[src/hw/rtl/mrc_pkg.sv]
// ----------------------------------------------------------------------------
// mrc_pkg
// Shared types and constants for the mixed-radix index converter.
// ----------------------------------------------------------------------------
`default_nettype none

package mrc_pkg;

  localparam int PORTS           = 4;   // coordinate ports on the channels
  localparam int SIZE_W          = 16;  // width of a size register
  localparam int DIMC_W          = 3;   // width of the dimension count register
  localparam int CFG_IDX_W       = 3;
  localparam int CFG_DATA_W      = 16;
  localparam int DEF_MAX_DIMS    = 4;
  localparam int DEF_INDEX_WIDTH = 32;
  localparam int DEF_COORD_WIDTH = 16;

  localparam logic [DIMC_W-1:0] DIMC_RESET = 3'd4;
  localparam logic [SIZE_W-1:0] SIZE_RESET = 16'd1;

  typedef enum logic [CFG_IDX_W-1:0] {
    CFG_DIM_COUNT = 3'd0,
    CFG_SIZE_0    = 3'd1,
    CFG_SIZE_1    = 3'd2,
    CFG_SIZE_2    = 3'd3,
    CFG_SIZE_3    = 3'd4
  } cfg_reg_t;

  // control bits carried along the cell chain
  typedef struct packed {
    logic vld;   // stage holds a word
    logic func;  // 0 fold coordinates, 1 split index
    logic err;   // out of range
    logic big;   // size product exceeds the index range
  } ctl_t;

endpackage

`default_nettype wire

[src/hw/rtl/mrc_div_cell.sv]
// ----------------------------------------------------------------------------
// mrc_div_cell
// One restoring-division bit step; the last step of a digit stores its remainder.
// ----------------------------------------------------------------------------
`default_nettype none

module mrc_div_cell #(
  parameter int IW   = mrc_pkg::DEF_INDEX_WIDTH,
  parameter int SW   = mrc_pkg::SIZE_W,
  parameter int NS   = mrc_pkg::PORTS,
  parameter int SLOT = 1,
  parameter bit LAST = 1'b0
) (
  input  wire logic              clk,
  input  wire logic              rst,
  input  wire logic              en,
  input  wire logic [SW-1:0]     divisor,
  input  wire mrc_pkg::ctl_t     ctl_in,
  input  wire logic [IW-1:0]     q_in,
  input  wire logic [SW-1:0]     rem_in,
  input  wire logic [NS*SW-1:0]  side_in,
  output mrc_pkg::ctl_t          ctl_out,
  output logic [IW-1:0]          q_out,
  output logic [SW-1:0]          rem_out,
  output logic [NS*SW-1:0]       side_out
);

  logic [SW:0]      r2;
  logic             ge;
  logic [SW:0]      r3;
  logic [IW-1:0]    q_next;
  logic [SW-1:0]    rem_next;
  logic [NS*SW-1:0] side_next;

  assign r2 = {rem_in, q_in[IW-1]};
  assign ge = r2 >= {1'b0, divisor};
  assign r3 = ge ? (r2 - {1'b0, divisor}) : r2;

  always_comb begin
    q_next    = q_in;
    rem_next  = rem_in;
    side_next = side_in;
    if (ctl_in.func) begin
      q_next   = {q_in[IW-2:0], ge};
      rem_next = r3[SW-1:0];
      if (LAST) begin
        side_next[SLOT*SW +: SW] = r3[SW-1:0];
        rem_next                 = '0;
      end
    end
  end

  always_ff @(posedge clk) begin
    if (rst) begin
      ctl_out <= '0;
    end else if (en) begin
      ctl_out <= ctl_in;
    end
  end

  always_ff @(posedge clk) begin
    if (en) begin
      q_out    <= q_next;
      rem_out  <= rem_next;
      side_out <= side_next;
    end
  end

endmodule

`default_nettype wire

[config.mk]
export PLATFORM = sky130hd
export DESIGN_NAME = mrc_div_cell
export DESIGN_NICKNAME = d
export VERILOG_FILES = /design/src/hw/rtl/mrc_pkg.sv /design/src/hw/rtl/mrc_div_cell.sv
export SDC_FILE = /design/constraint.sdc
export NUM_CORES = 1
export LEC_CHECK = 0
export ABC_AREA = 1
export BUFFER_PORTS_ARGS = -buffer_cell sky130_fd_sc_hd__buf_2
export CORE_MARGIN = 2
export CORE_UTILIZATION = 42
export DETAILED_ROUTE_END_ITERATION = 10
export PLACE_DENSITY = 0.76
export SLEW_MARGIN = 20
export SYNTH_ARGS = -nofsm -noshare
export SYNTH_HDL_FRONTEND = slang
export SYNTH_SLANG_ARGS = --single-unit
[constraint.sdc]
create_clock -name clk -period 1.6 [get_ports clk]
set_input_delay 0.08 -clock clk [delete_from_list [all_inputs] [get_ports clk]]
set_output_delay 0.08 -clock clk [all_outputs]
set_load 0.005 [all_outputs]
==> impl_metrics.py <==
metrics = {
    "finish": {
        "nets": 1074,
        "layout-drive-gt1-share_pct": 39.1,
        "area_growth_pct": 62.5,
        "stdcell_area_sq_mm": 0.00879,
        "post-route-util_pct": 69.7,
        "fill_cells": 947,
    },
    "floorplan": {
        "io_pins": 251,
        "dieArea_sq_mm": 0.0138,
        "die_y_um": 118,
        "core.rowCount": 41,
        "core_area_sq_mm": 0.0126,
        "start_util_pct": 42.9,
        "die_w_um": 118,
    },
    "synth": {
        "synth_fp_nets": 670,
        "synth.distinct_cells": 31,
        "synth.top_cell.area_share_pct": 62.2,
        "synth_cells": 518,
        "ys_ff_latch": 116,
        "yosys_warnings": 0,
        "synth_area_per_cell_sq_um": 10.4,
        "yosysTopAreaCell": "edfxtp_1",
        "ys_seq_area_share_pct": 63.6,
        "netlist_top_cells_area": "edfxtp_1, nand2_1, inv_1, nand3_1, ha_1",
        "synth_area_sq_mm": 0.00541,
    },
    "placement": {
        "gp_congestion": 0.922,
        "placed_cell_area_sq_mm": 0.00728,
        "io_buffers": 250,
        "dp_slack_ps": -206,
        "dp_hpwl_um": 11300,
    },
    "timing": {
        "worst_pin_slew_ps": 538,
        "hold_viol_final": 0,
        "finalCritPeriodShare_pct": 90.7,
        "rsz0062_at_grt": "false",
        "fin_crit_ps": 1450,
        "finalSetupViolCount": 0,
        "worst_hold_slack_ps": 22.5,
        "drv_slew": 0,
        "max_freq_ghz": 0.689,
        "relSlewSlack_pct": 64.1,
        "fin_tns_setup_ps": 0,
        "skew_ps": 0,
        "fin_ws_ps": 148,
    },
    "detailed_routing": {
        "detail_route.drc_violations": 0,
        "wl_um": 17900,
        "num_vias": 5253,
        "viasPerCell": 4.74,
        "wl_per_cell_um": 16.1,
        "antenna_left": 0,
        "drtPass1Iterations": 5,
        "drtIter0Drc": 458,
    },
    "worst_setup_path": {
        "worst_path_most_repeated_cell": "nand2_1",
        "path_cells": "buf_2 > inv_1 > ha_1 > nand2_1 > nand2_1 > inv_1 > nand2_1 > nand2_1 > nand2_2 > nor2_4 > nand2_8 > clkbuf_16 > nand3_1 > nand3_1",
        "cp-end-kind": "register",
        "criticalPathCategory": "in2reg",
        "crit_fanout": 6,
        "critPathLaunchType": "input pin",
        "critical-path-max-stage-delay_ps": 350,
        "cp_slowest_cell": "ha_1",
        "worstPathArrival_ps": 1600,
        "reg2reg_depth": 3,
        "worst_ep_required_time_ps": 1750,
    },
    "cts": {
        "clk_pin_slew_ps": 50,
        "clk_latency_ps": 400,
        "clock_path_buffers": 2,
        "htree_levels": 4,
        "cts_tree": "built",
        "cts.sinks": 116,
        "cts_root_buf": "clkbuf_16",
        "cts_buffers": 17,
    },
    "run_status": {
        "outcome": "complete, no violations",
    },
    "pwr": {
        "p_comb_share_pct": 17.8,
        "p_int_mw": 6.71,
        "switching_power_mw": 2.24,
        "clkPwrFrac_pct": 40.4,
        "p_leak_nw": 4.29,
        "power_density_mw_per_mm2": 1020,
        "switching_share_pct": 25.0,
        "pwr-share-seq_pct": 41.8,
        "ir_drop_uv": 705,
    },
    "grt": {
        "antenna_found_initial": 1,
        "grt_pass1_vias": 5071,
        "grtUsageTotal_pct": 25.6,
        "met3_usage_pct": 7.51,
        "overflow": 0,
        "grt_busiest_layer": "met2",
        "grt_pass1_wl_um": 27000,
        "grtUsageMet1_pct": 28.5,
        "met2_usage_pct": 45.0,
        "grt_max_degree": 55,
    },
    "min_path": {
        "hp-class": "in2reg",
        "min_path_cells": 3,
    },
    "job": {
        "drv_cap": 0,
    },
}
[synthesized netlist by cell type]
library cell  instances
nor3_4                1
fa_1                  1
nor2_2                3
nand4_1               2
nand3_2               3
clkbuf_8              4
inv_2                 2
clkbuf_1              5
nand2_2               6
a21o_1                1
or2_1                 1
nor2_1               14
nand2_1             161
dfxtp_1               4
xor2_1                4
a21oi_1              10
o21bai_1              1
xnor2_1               2
nor2_4                1
a21oi_2               1
ha_1                 16
buf_2                 1
inv_1                78
nor3_1                4
buf_6                 3
a211oi_1              1
nand2_4               1
edfxtp_1            112
nand3_1              41
o21ai_0              32
nand3b_1              2
[registers in the layout, summed over array words and instances, names as in the netlist]
register and count:
q_out 32, side_out 64, rem_out 16, ctl_out 4
[cell families after synthesis]
family | count (synthesis) | synth area share (%)
compound gates | 46 | 4.46
xor+xnor | 6 | 0.971
fa+ha+maj | 17 | 4.07
buf+inv | 93 | 7.63
flops | 116 | 63.6
simple gates | 240 | 19.2
[repair_timing]
| action | in CTS | in global routing |
|---|---|---|
| buffers inserted | 0 | 1 |
| resized for setup | 0 | 13 |
| endpoints found under the hold margin | 95 | 1 |
| setup endpoints to repair | 0 | 15 |
| hold buffers | 84 | 1 |
[stage by stage]
step                      power [mW]  cells
after CTS                       8.84   1103
final                           8.95   1108
after global placement          5.09    987
after floorplan                 4.33    518
after detailed placement        5.13    987
after global routing            9.32   1108
[final timing paths]
path / from / endpoint / slack [ps]
max: divisor[12] / rem_out[12]$_DFFE_PP_ / 150
min: q_in[8] / q_out[8]$_DFFE_PP_ / 20
max reg2reg: ctl_out[3]$_SDFFE_PP0P_ / ctl_out[3]$_SDFFE_PP0P_ / 450
min reg2reg: ctl_out[1]$_SDFFE_PP0P_ / ctl_out[1]$_SDFFE_PP0P_ / 470
[worst max-delay path: cells and delay by family]
kind	cells	cell delay, ps
AND/OR/NAND/NOR	9	830
buffers and inverters	4	340
adder cells (fa/ha/maj)	1	350
[cell type report]
type | count | area [sq um] | share of cell area, %
antenna | 1 | 2.50 | 0.0285
clock buffer | 17 | 425 | 4.84
clock inverter | 15 | 138 | 1.57
inverter | 80 | 300 | 3.41
multi-input combinational | 311 | 1620 | 18.4
sequential | 116 | 3440 | 39.2
tap | 172 | 215 | 2.45
timing repair buffer | 396 | 2650 | 30.1
[power groups by stage]
stage          combinational, mW  clock (mW)  sequential (mW)
5_1_grt                     1.74        3.82             3.75
4_1_cts                     1.52        3.60             3.72
3_3_place_gp                1.32           0             3.77
2_1_floorplan              0.514           0             3.81
3_5_place_dp                1.35           0             3.78
6_report                    1.59        3.62             3.74
[cell usage in the layout, fill, tap and decap left out, types with 12 or more instances in the layout]
cell type	netlist	routed
nand2_1	161	158
dlygate4sd3_1	0	84
o21ai_0	32	32
nand3_1	41	40
ha_1	16	15
buf_2	1	248
clkbuf_16	0	18
buf_4	0	57
nor2_1	14	12
inv_1	78	78
edfxtp_1	112	112
[metal layers]
layer	routed length, um	up-vias
met5	0	-
met4	616	0
met3	1300	36
met2	9200	246
met1	6730	2443
li1	-	2528
(Power assumes the default switching activity.)
