### config.mk
export PLATFORM = sky130hd
export DESIGN_NAME = mrc_mac_cell
export DESIGN_NICKNAME = d
export VERILOG_FILES = /design/src/hw/rtl/mrc_pkg.sv /design/src/hw/rtl/mrc_mac_cell.sv
export SDC_FILE = /design/constraint.sdc
export NUM_CORES = 1
export LEC_CHECK = 0
export BUFFER_PORTS_ARGS = -buffer_cell sky130_fd_sc_hd__buf_2
export CAP_MARGIN = 20
export CORE_ASPECT_RATIO = 0.7
export CORE_UTILIZATION = 40
export CTS_CLUSTER_SIZE = 16
export DETAILED_ROUTE_END_ITERATION = 12
export GPL_ROUTABILITY_DRIVEN = 0
export PLACE_DENSITY = 0.55
export SYNTH_ARGS = -nofsm -noshare
export SYNTH_HDL_FRONTEND = slang
export SYNTH_SLANG_ARGS = --single-unit
### constraint.sdc
create_clock -name clk -period 15 [get_ports clk]
set_clock_uncertainty 0.1 [all_clocks]
set_input_delay 0.75 -clock clk [delete_from_list [all_inputs] [get_ports clk]]
set_output_delay 0.75 -clock clk [all_outputs]
set_load 0.03 [all_outputs]
### src/hw/rtl/mrc_pkg.sv
// ----------------------------------------------------------------------------
// mrc_pkg
// Shared types and constants for the mixed-radix index converter.
// ----------------------------------------------------------------------------
`default_nettype none

package mrc_pkg;

  localparam int PORTS           = 4;   // coordinate ports on the channels
  localparam int SIZE_W          = 16;  // width of a size register
  localparam int DIMC_W          = 3;   // width of the dimension count register
  localparam int CFG_IDX_W       = 3;
  localparam int CFG_DATA_W      = 16;
  localparam int DEF_MAX_DIMS    = 4;
  localparam int DEF_INDEX_WIDTH = 32;
  localparam int DEF_COORD_WIDTH = 16;

  localparam logic [DIMC_W-1:0] DIMC_RESET = 3'd4;
  localparam logic [SIZE_W-1:0] SIZE_RESET = 16'd1;

  typedef enum logic [CFG_IDX_W-1:0] {
    CFG_DIM_COUNT = 3'd0,
    CFG_SIZE_0    = 3'd1,
    CFG_SIZE_1    = 3'd2,
    CFG_SIZE_2    = 3'd3,
    CFG_SIZE_3    = 3'd4
  } cfg_reg_t;

  // control bits carried along the cell chain
  typedef struct packed {
    logic vld;   // stage holds a word
    logic func;  // 0 fold coordinates, 1 split index
    logic err;   // out of range
    logic big;   // size product exceeds the index range
  } ctl_t;

endpackage

`default_nettype wire

### src/hw/rtl/mrc_mac_cell.sv
// ----------------------------------------------------------------------------
// mrc_mac_cell
// One dimension of the fold: acc*size + coord, or the running size product.
// ----------------------------------------------------------------------------
`default_nettype none

module mrc_mac_cell #(
  parameter int IW  = mrc_pkg::DEF_INDEX_WIDTH,
  parameter int CW  = mrc_pkg::DEF_COORD_WIDTH,
  parameter int SW  = mrc_pkg::SIZE_W,
  parameter int NC  = mrc_pkg::PORTS,
  parameter int DIM = 0
) (
  input  wire logic                 clk,
  input  wire logic                 rst,
  input  wire logic                 en,
  input  wire logic                 used,
  input  wire logic [SW-1:0]        sz,
  input  wire mrc_pkg::ctl_t        ctl_in,
  input  wire logic [IW-1:0]        x_in,
  input  wire logic [IW-1:0]        idx_in,
  input  wire logic [NC*CW-1:0]     cv_in,
  output mrc_pkg::ctl_t             ctl_out,
  output logic [IW-1:0]             x_out,
  output logic [IW-1:0]             idx_out,
  output logic [NC*CW-1:0]          cv_out
);

  localparam int PW = IW + SW + 1;

  logic [CW-1:0]  c;
  logic [SW-1:0]  sz_e;
  logic [SW-1:0]  c_e;
  logic [PW-1:0]  p;
  logic           ovf;
  mrc_pkg::ctl_t  ctl_next;
  logic [IW-1:0]  x_next;

  assign c    = cv_in[DIM*CW +: CW];
  assign sz_e = used ? sz : SW'(1);
  assign c_e  = (used && !ctl_in.func) ? c[SW-1:0] : '0;
  assign p    = PW'(x_in) * PW'(sz_e) + PW'(c_e);
  assign ovf  = |p[PW-1:IW];

  always_comb begin
    ctl_next = ctl_in;
    x_next   = x_in;
    if (!ctl_in.func) begin
      x_next = p[IW-1:0];
      if (used && ((c >= CW'(sz)) || ovf)) ctl_next.err = 1'b1;
    end else begin
      if (used && (sz == '0)) ctl_next.err = 1'b1;
      if (!ctl_in.big) begin
        if (ovf) ctl_next.big = 1'b1;
        else x_next = p[IW-1:0];
      end
    end
  end

  always_ff @(posedge clk) begin
    if (rst) begin
      ctl_out <= '0;
    end else if (en) begin
      ctl_out <= ctl_next;
    end
  end

  always_ff @(posedge clk) begin
    if (en) begin
      x_out   <= x_next;
      idx_out <= idx_in;
      cv_out  <= cv_in;
    end
  end

endmodule

`default_nettype wire

==> flow_metrics.tcl, run 1 <==
set metrics [dict create \
    outcome "complete, no violations" \
    drc 0 \
    p_seq_frac 0.107 \
    worst_r2r_endpoint "ctl_out[1]" \
    synth.avg_cell_area_um2 9.529 \
    timing.final.crit_period_ns 10.50 \
    syn2layout_area_growth_pct 10.86 \
    synth.distinct_cells 68 \
    vias 18020 \
    rsz0062_at_grt "false" \
    layout_worst_path_cycle_share 0.7002 \
    total_power_uw 5293 \
    numCtsBuffers 17 \
    first_global_vias 18660 \
    die_x_um 289.2 \
    sw_frac_of_total 0.5479 \
    fill_cells 5597 \
    synth-main-ff-cell "edfxtp_1" \
    synth_edf_count 128 \
    dieArea_um2 58700 \
    fin_setup_tns_ns 0 \
    hpwlAfterDp_mm 56.46 \
    r2r_slack_ns 14.03 \
    crit_top_cell "fa_1" \
    synthArstFlopShare 0 \
    power.leakage_uw 0.01305 \
    tightest_slew_ns 1.023 \
    clkLatencyLatePin_ns 0.40 \
    worstPathMaxFanout 83 \
    pwr_density_cell_nw_per_um2 206.8 \
    min_path_cells 2 \
    layout-drive-gt1-share 0.1460 \
    r2r_cells 3 \
    setup.worst_path.start_class "input port" \
    crit_required_ns 15.05 \
    internal-power_uw 2393 \
    cp_num_buf_inv 6 \
    hold_buffers 0 \
    clk_pin_slew_worst_paths_ns 0.06 \
    relSlewSlack 0.3181 \
    netlist_instances 2423 \
    yosysSeqAreaShare 0.1699 \
    clockRootBuffer "clkbuf_16" \
    h-tree-depth 4 \
    grt_pass1_wl_mm 112.7 \
    hold_viol_final 0 \
    p_sw_uw 2900 \
    dp.cells 3321 \
    grt_overflow 0 \
    ys_warn_count 0 \
    cts.sinks 132 \
    setup_viol 0 \
    syn-cell-area_um2 23090 \
    critPathCaptureType "register" \
    cts_tree "done" \
    nets 3335 \
    wirelength_mm 73.81 \
    clock.fmax_ghz 0.09522 \
    final_cell_count_no_fill 3362 \
    p_comb_frac 0.812 \
    dr.pass1.iters 5 \
    drt-wirelength-per-cell_um 21.96 \
    first_iter_violations 1531 \
    io_pins 284 \
    crit_path_top_delay_cell "and2_1" \
    r2r-start "ctl_out[1]" \
    vdd_ir_drop_max_v 0.0001556 \
    path_delay_family "adder cells" \
    grt_usage 0.2557 \
    syn_nets 3168 \
    core_area_um2 56900 \
    hp-start "ctl_out[0]" \
    worstPathArrival_ns 10.56 \
    drtAntennaViolNets 0 \
    io_buffers 283 \
    final_core_utilization 0.4498 \
    synth-seq-cells 132 \
    crit_type "input port to register" \
    crit_path_max_incr_delay_ns 0.90 \
    antenna_found_initial 3 \
    min_path_type "register to register" \
    clockBufferDepth 2 \
    holdPathEnd "ctl_out[0]" \
    ctsResizeCount 0 \
    cap_violations 0 \
    row_count 73 \
    post_cts.repair.setup_buffers 0 \
    via_per_inst 5.358 \
    grt_max_degree 124 \
    die_y_um 203.0 \
    drv_slew 0 \
    initial_core_util 0.4057 \
    clkPwrFrac 0.081 \
]
## kinds of logic (layout without fill, tap and decap cells)
group	count (synthesis)	count (layout)	synth area share
compound gates	202	202	0.05809
xor+xnor	34	34	0.01290
fa+ha+maj	593	593	0.4628
buf+inv	695	875	0.1143
flops	132	132	0.1699
mux	38	38	0.02287
other cells	0	9	0
simple gates	729	729	0.1591
## sequential cells by signal, indices dropped and copies added (netlist names)
| register | count |
|---|---|
| x_out | 32 |
| ctl_out | 4 |
| idx_out | 32 |
| cv_out | 64 |
## power groups by stage
stage,clock network (uW),registers [uW],logic (uW)
floorplan,0,678,3000
detailed placement,0,574,4200
CTS,437,566,4230
finish,428,566,4300
global placement,0,574,4210
global route,452,569,4720
## metal layers
metal  GRT usage  vias up  routed length [um]
li1            -     7925                   -
met2      0.3876      792               31820
met3     0.04528       71                6345
met4     0.03872        4                 893
met5           0        -                  34
met1      0.3864     9223               34730
## tightest hold or removal path, delay by kind of cell (launching register included)
kind / cells / cell delay [ns]
flops: 1 / 0.31
simple gates: 1 / 0.09
compound gates: 1 / 0.05
## how the worst max path moves through the flow
stage,startpoint,end,slack (ns),cells past startpoint
final,used,x_out[31],4.50,25
after global routing,used,x_out[31],4.23,25
after CTS,used,x_out[31],4.68,25
after detailed placement,used,x_out[31],4.28,25
after global placement,used,x_out[0],4.40,25
after floorplan,used,x_out[10],6.40,28
## placed cells by master (no fill, tap or decap), types with 19 or more instances in the layout
cell      instances
inv_1           548
fa_1            435
nand2_1         311
buf_2           281
and3_1          260
ha_1            158
edfxtp_1        128
a21oi_1          66
o21ai_0          43
nor2_1           41
and2_1           30
mux2_4           29
nand3_1          25
xnor2_1          19
## final cells by class
type / count / area, um2 / share of cell area
Sequential cell: 132 / 3924 / 0.1533
Antenna cell: 9 / 22.52 / 0.0008799
Inverter: 548 / 2057 / 0.08036
Clock buffer: 17 / 425.4 / 0.01662
Tap cell: 750 / 938.4 / 0.03666
Clock inverter: 15 / 181.4 / 0.007088
Multi-Input combinational cell: 1596 / 16530 / 0.6457
Timing Repair Buffer: 295 / 1519 / 0.05934
## stage by stage
stage	worst slack (ns)	cell area (um2)	hold slack, ns
after global placement	4.400	24970	0.3751
after floorplan	6.397	23090	0.5128
after global routing	4.227	25570	0.3811
after CTS	4.680	25570	0.3873
final	4.498	25600	0.3983
after detailed placement	4.279	24970	0.3949
## synthesized netlist by cell type (17+ instances only)
master	instances	area [um2]
o21ai_0	43	215.2
nor2_1	41	153.9
and2_1	33	206.5
a21oi_1	66	330.3
a21o_1	17	127.6
edfxtp_1	128	3844
nand4_1	17	106.4
ha_1	158	1977
clkbuf_1	139	521.8
and3_1	260	1627
nand3_1	25	125.1
nand2_1	311	1167
inv_1	548	2057
xnor2_1	19	166.4
mux2_4	29	435.4
fa_1	435	8708
No activity file was read; power rests on OpenSTA's default activity.
==> run 2: changes to the inputs <==
==> constraint.sdc (replaced) <==
create_clock -name clk -period 11 [get_ports clk]
set_clock_uncertainty 0.1 [all_clocks]
set_input_delay 0.55 -clock clk [delete_from_list [all_inputs] [get_ports clk]]
set_output_delay 0.55 -clock clk [all_outputs]
set_load 0.03 [all_outputs]
==> flow_metrics.tcl, run 2 (synthesis results as in run 1) <==
set metrics [dict create \
    outcome "complete, no violations" \
    worstPathArrival_ns 10.02 \
    power.leakage_uw 0.01311 \
    clkPwrFrac 0.081 \
    top_register "cv_out" \
    reg.largest.list "cv_out x64, idx_out x32, x_out x32" \
    hold_viol_final 0 \
    largest_reg_flops 64 \
    core_area_um2 56900 \
    drv_slew 0 \
    p_sw_uw 3987 \
    cts.sinks 132 \
    fill_cells 5514 \
    sw_frac_of_total 0.5491 \
    crit_required_ns 11.07 \
    relSlewSlack 0.2552 \
    path_delay_family "adder cells" \
    p_comb_frac 0.812 \
    clkLatencyLatePin_ns 0.41 \
    row_count 73 \
    setup_viol 0 \
    initial_core_util 0.4057 \
    layout_commonest_cell "inv_1" \
    worstPathMaxFanout 133 \
    hpwlAfterDp_mm 57.54 \
    fin_setup_tns_ns 0 \
    setup.worst_path.start_class "input port" \
    clockRootBuffer "clkbuf_16" \
    dr.pass1.iters 7 \
    final_cell_mix "inv_1, fa_1, nand2_1, buf_2, and3_1" \
    nets 3345 \
    layout-drive-gt1-share 0.1481 \
    cap_violations 0 \
    p_seq_frac 0.107 \
    io_buffers 283 \
    crit_type "input port to register" \
    min_path_type "input port to register" \
    crit_path_top_delay_cell "and2_0" \
    grt_overflow 0 \
    h-tree-depth 4 \
    grt_max_degree 134 \
    seq_area_um2 3924 \
    syn2layout_area_growth_pct 11.34 \
    drt-wirelength-per-cell_um 22.14 \
    wirelength_mm 74.55 \
    vias 18110 \
    tightest_slew_ns 1.117 \
    antenna_found_initial 7 \
    io_pins 284 \
    cp_num_buf_inv 6 \
    numCtsBuffers 17 \
    crit_top_cell "fa_1" \
    multi_input_area_um2 16520 \
    post_cts.repair.setup_buffers 0 \
    via_per_inst 5.378 \
    first_global_vias 18860 \
    critPathCaptureType "register" \
    first_iter_violations 1506 \
    grt_usage 0.2609 \
    crit_path_max_incr_delay_ns 0.96 \
    drtAntennaViolNets 0 \
    cts_tree "done" \
    die_x_um 289.2 \
    dieArea_um2 58700 \
    drc 0 \
    internal-power_uw 3274 \
    hold_buffers 0 \
    clockBufferDepth 2 \
    hold_ws_ns 0.2030 \
    layout_worst_path_cycle_share 0.9041 \
    die_y_um 203.0 \
    grt_pass1_wl_mm 114.6 \
    total_power_uw 7261 \
    clock.fmax_ghz 0.1005 \
    vdd_ir_drop_max_v 0.0002144 \
    ctsResizeCount 0 \
    timing.final.crit_period_ns 9.946 \
    clk_pin_slew_worst_paths_ns 0.07 \
    rsz0062_at_grt "false" \
    pwr_density_cell_nw_per_um2 282.5 \
]
-- run 2: stage by stage --
stage / util / instances / area [um2] / setup slack (ns)
floorplan: - / 2423 / 23090 / 2.597
global placement: 0.4402 / 3329 / 25050 / 0.7659
detailed placement: 0.4409 / 3331 / 25090 / 0.6567
CTS: 0.4515 / 3363 / 25690 / 1.109
global route: 0.4515 / 3363 / 25690 / 0.7086
finish: 0.4517 / 3368 / 25710 / 1.054
-- run 2: layer usage --
metal  share of wire  vias up  global-route usage
li1                -     7947                   -
met1            0.45     9226              0.3885
met2            0.44      868              0.3892
met3            0.10       64             0.06225
met4           0.012        8             0.04154
met5         0.00068        -                   0
-- run 2: power by group through the flow --
stage	registers [uW]	clock network, uW	logic [uW]
after floorplan	925	0	4100
after global placement	788	0	5770
after detailed placement	788	0	5790
after CTS	779	598	5820
after global routing	783	619	6490
final	779	586	5900
-- run 2: path summary, 6_finish.rpt --
| check | slack [ns] | end | startpoint | cells past startpoint |
|---|---|---|---|---|
| setup / recovery | 1.05 | x_out[0] | used | 25 |
| hold / removal | 0.20 | idx_out[13] | idx_in[13] | 1 |
| setup reg to reg | 9.99 | ctl_out[1] | ctl_out[1] | 3 |
| hold reg to reg | 0.40 | ctl_out[0] | ctl_out[0] | 2 |
-- run 2: area by class of cell --
class	count	area share
sequential	132	0.1526
tap	750	0.03651
antenna	5	0.0004867
inverter	548	0.08002
clock inverter	15	0.007058
clock buffer	17	0.01655
timing repair buffer	305	0.06391
multi-input combinational	1596	0.6428
-- run 2: worst reg2reg max path, delay by kind of cell, from the launching register on --
| family | cells | cell delay [ns] |
|---|---|---|
| AO/OA/AOI/OAI | 2 | 0.36 |
| flip-flops | 1 | 0.31 |
| AND/OR/NAND/NOR | 1 | 0.13 |
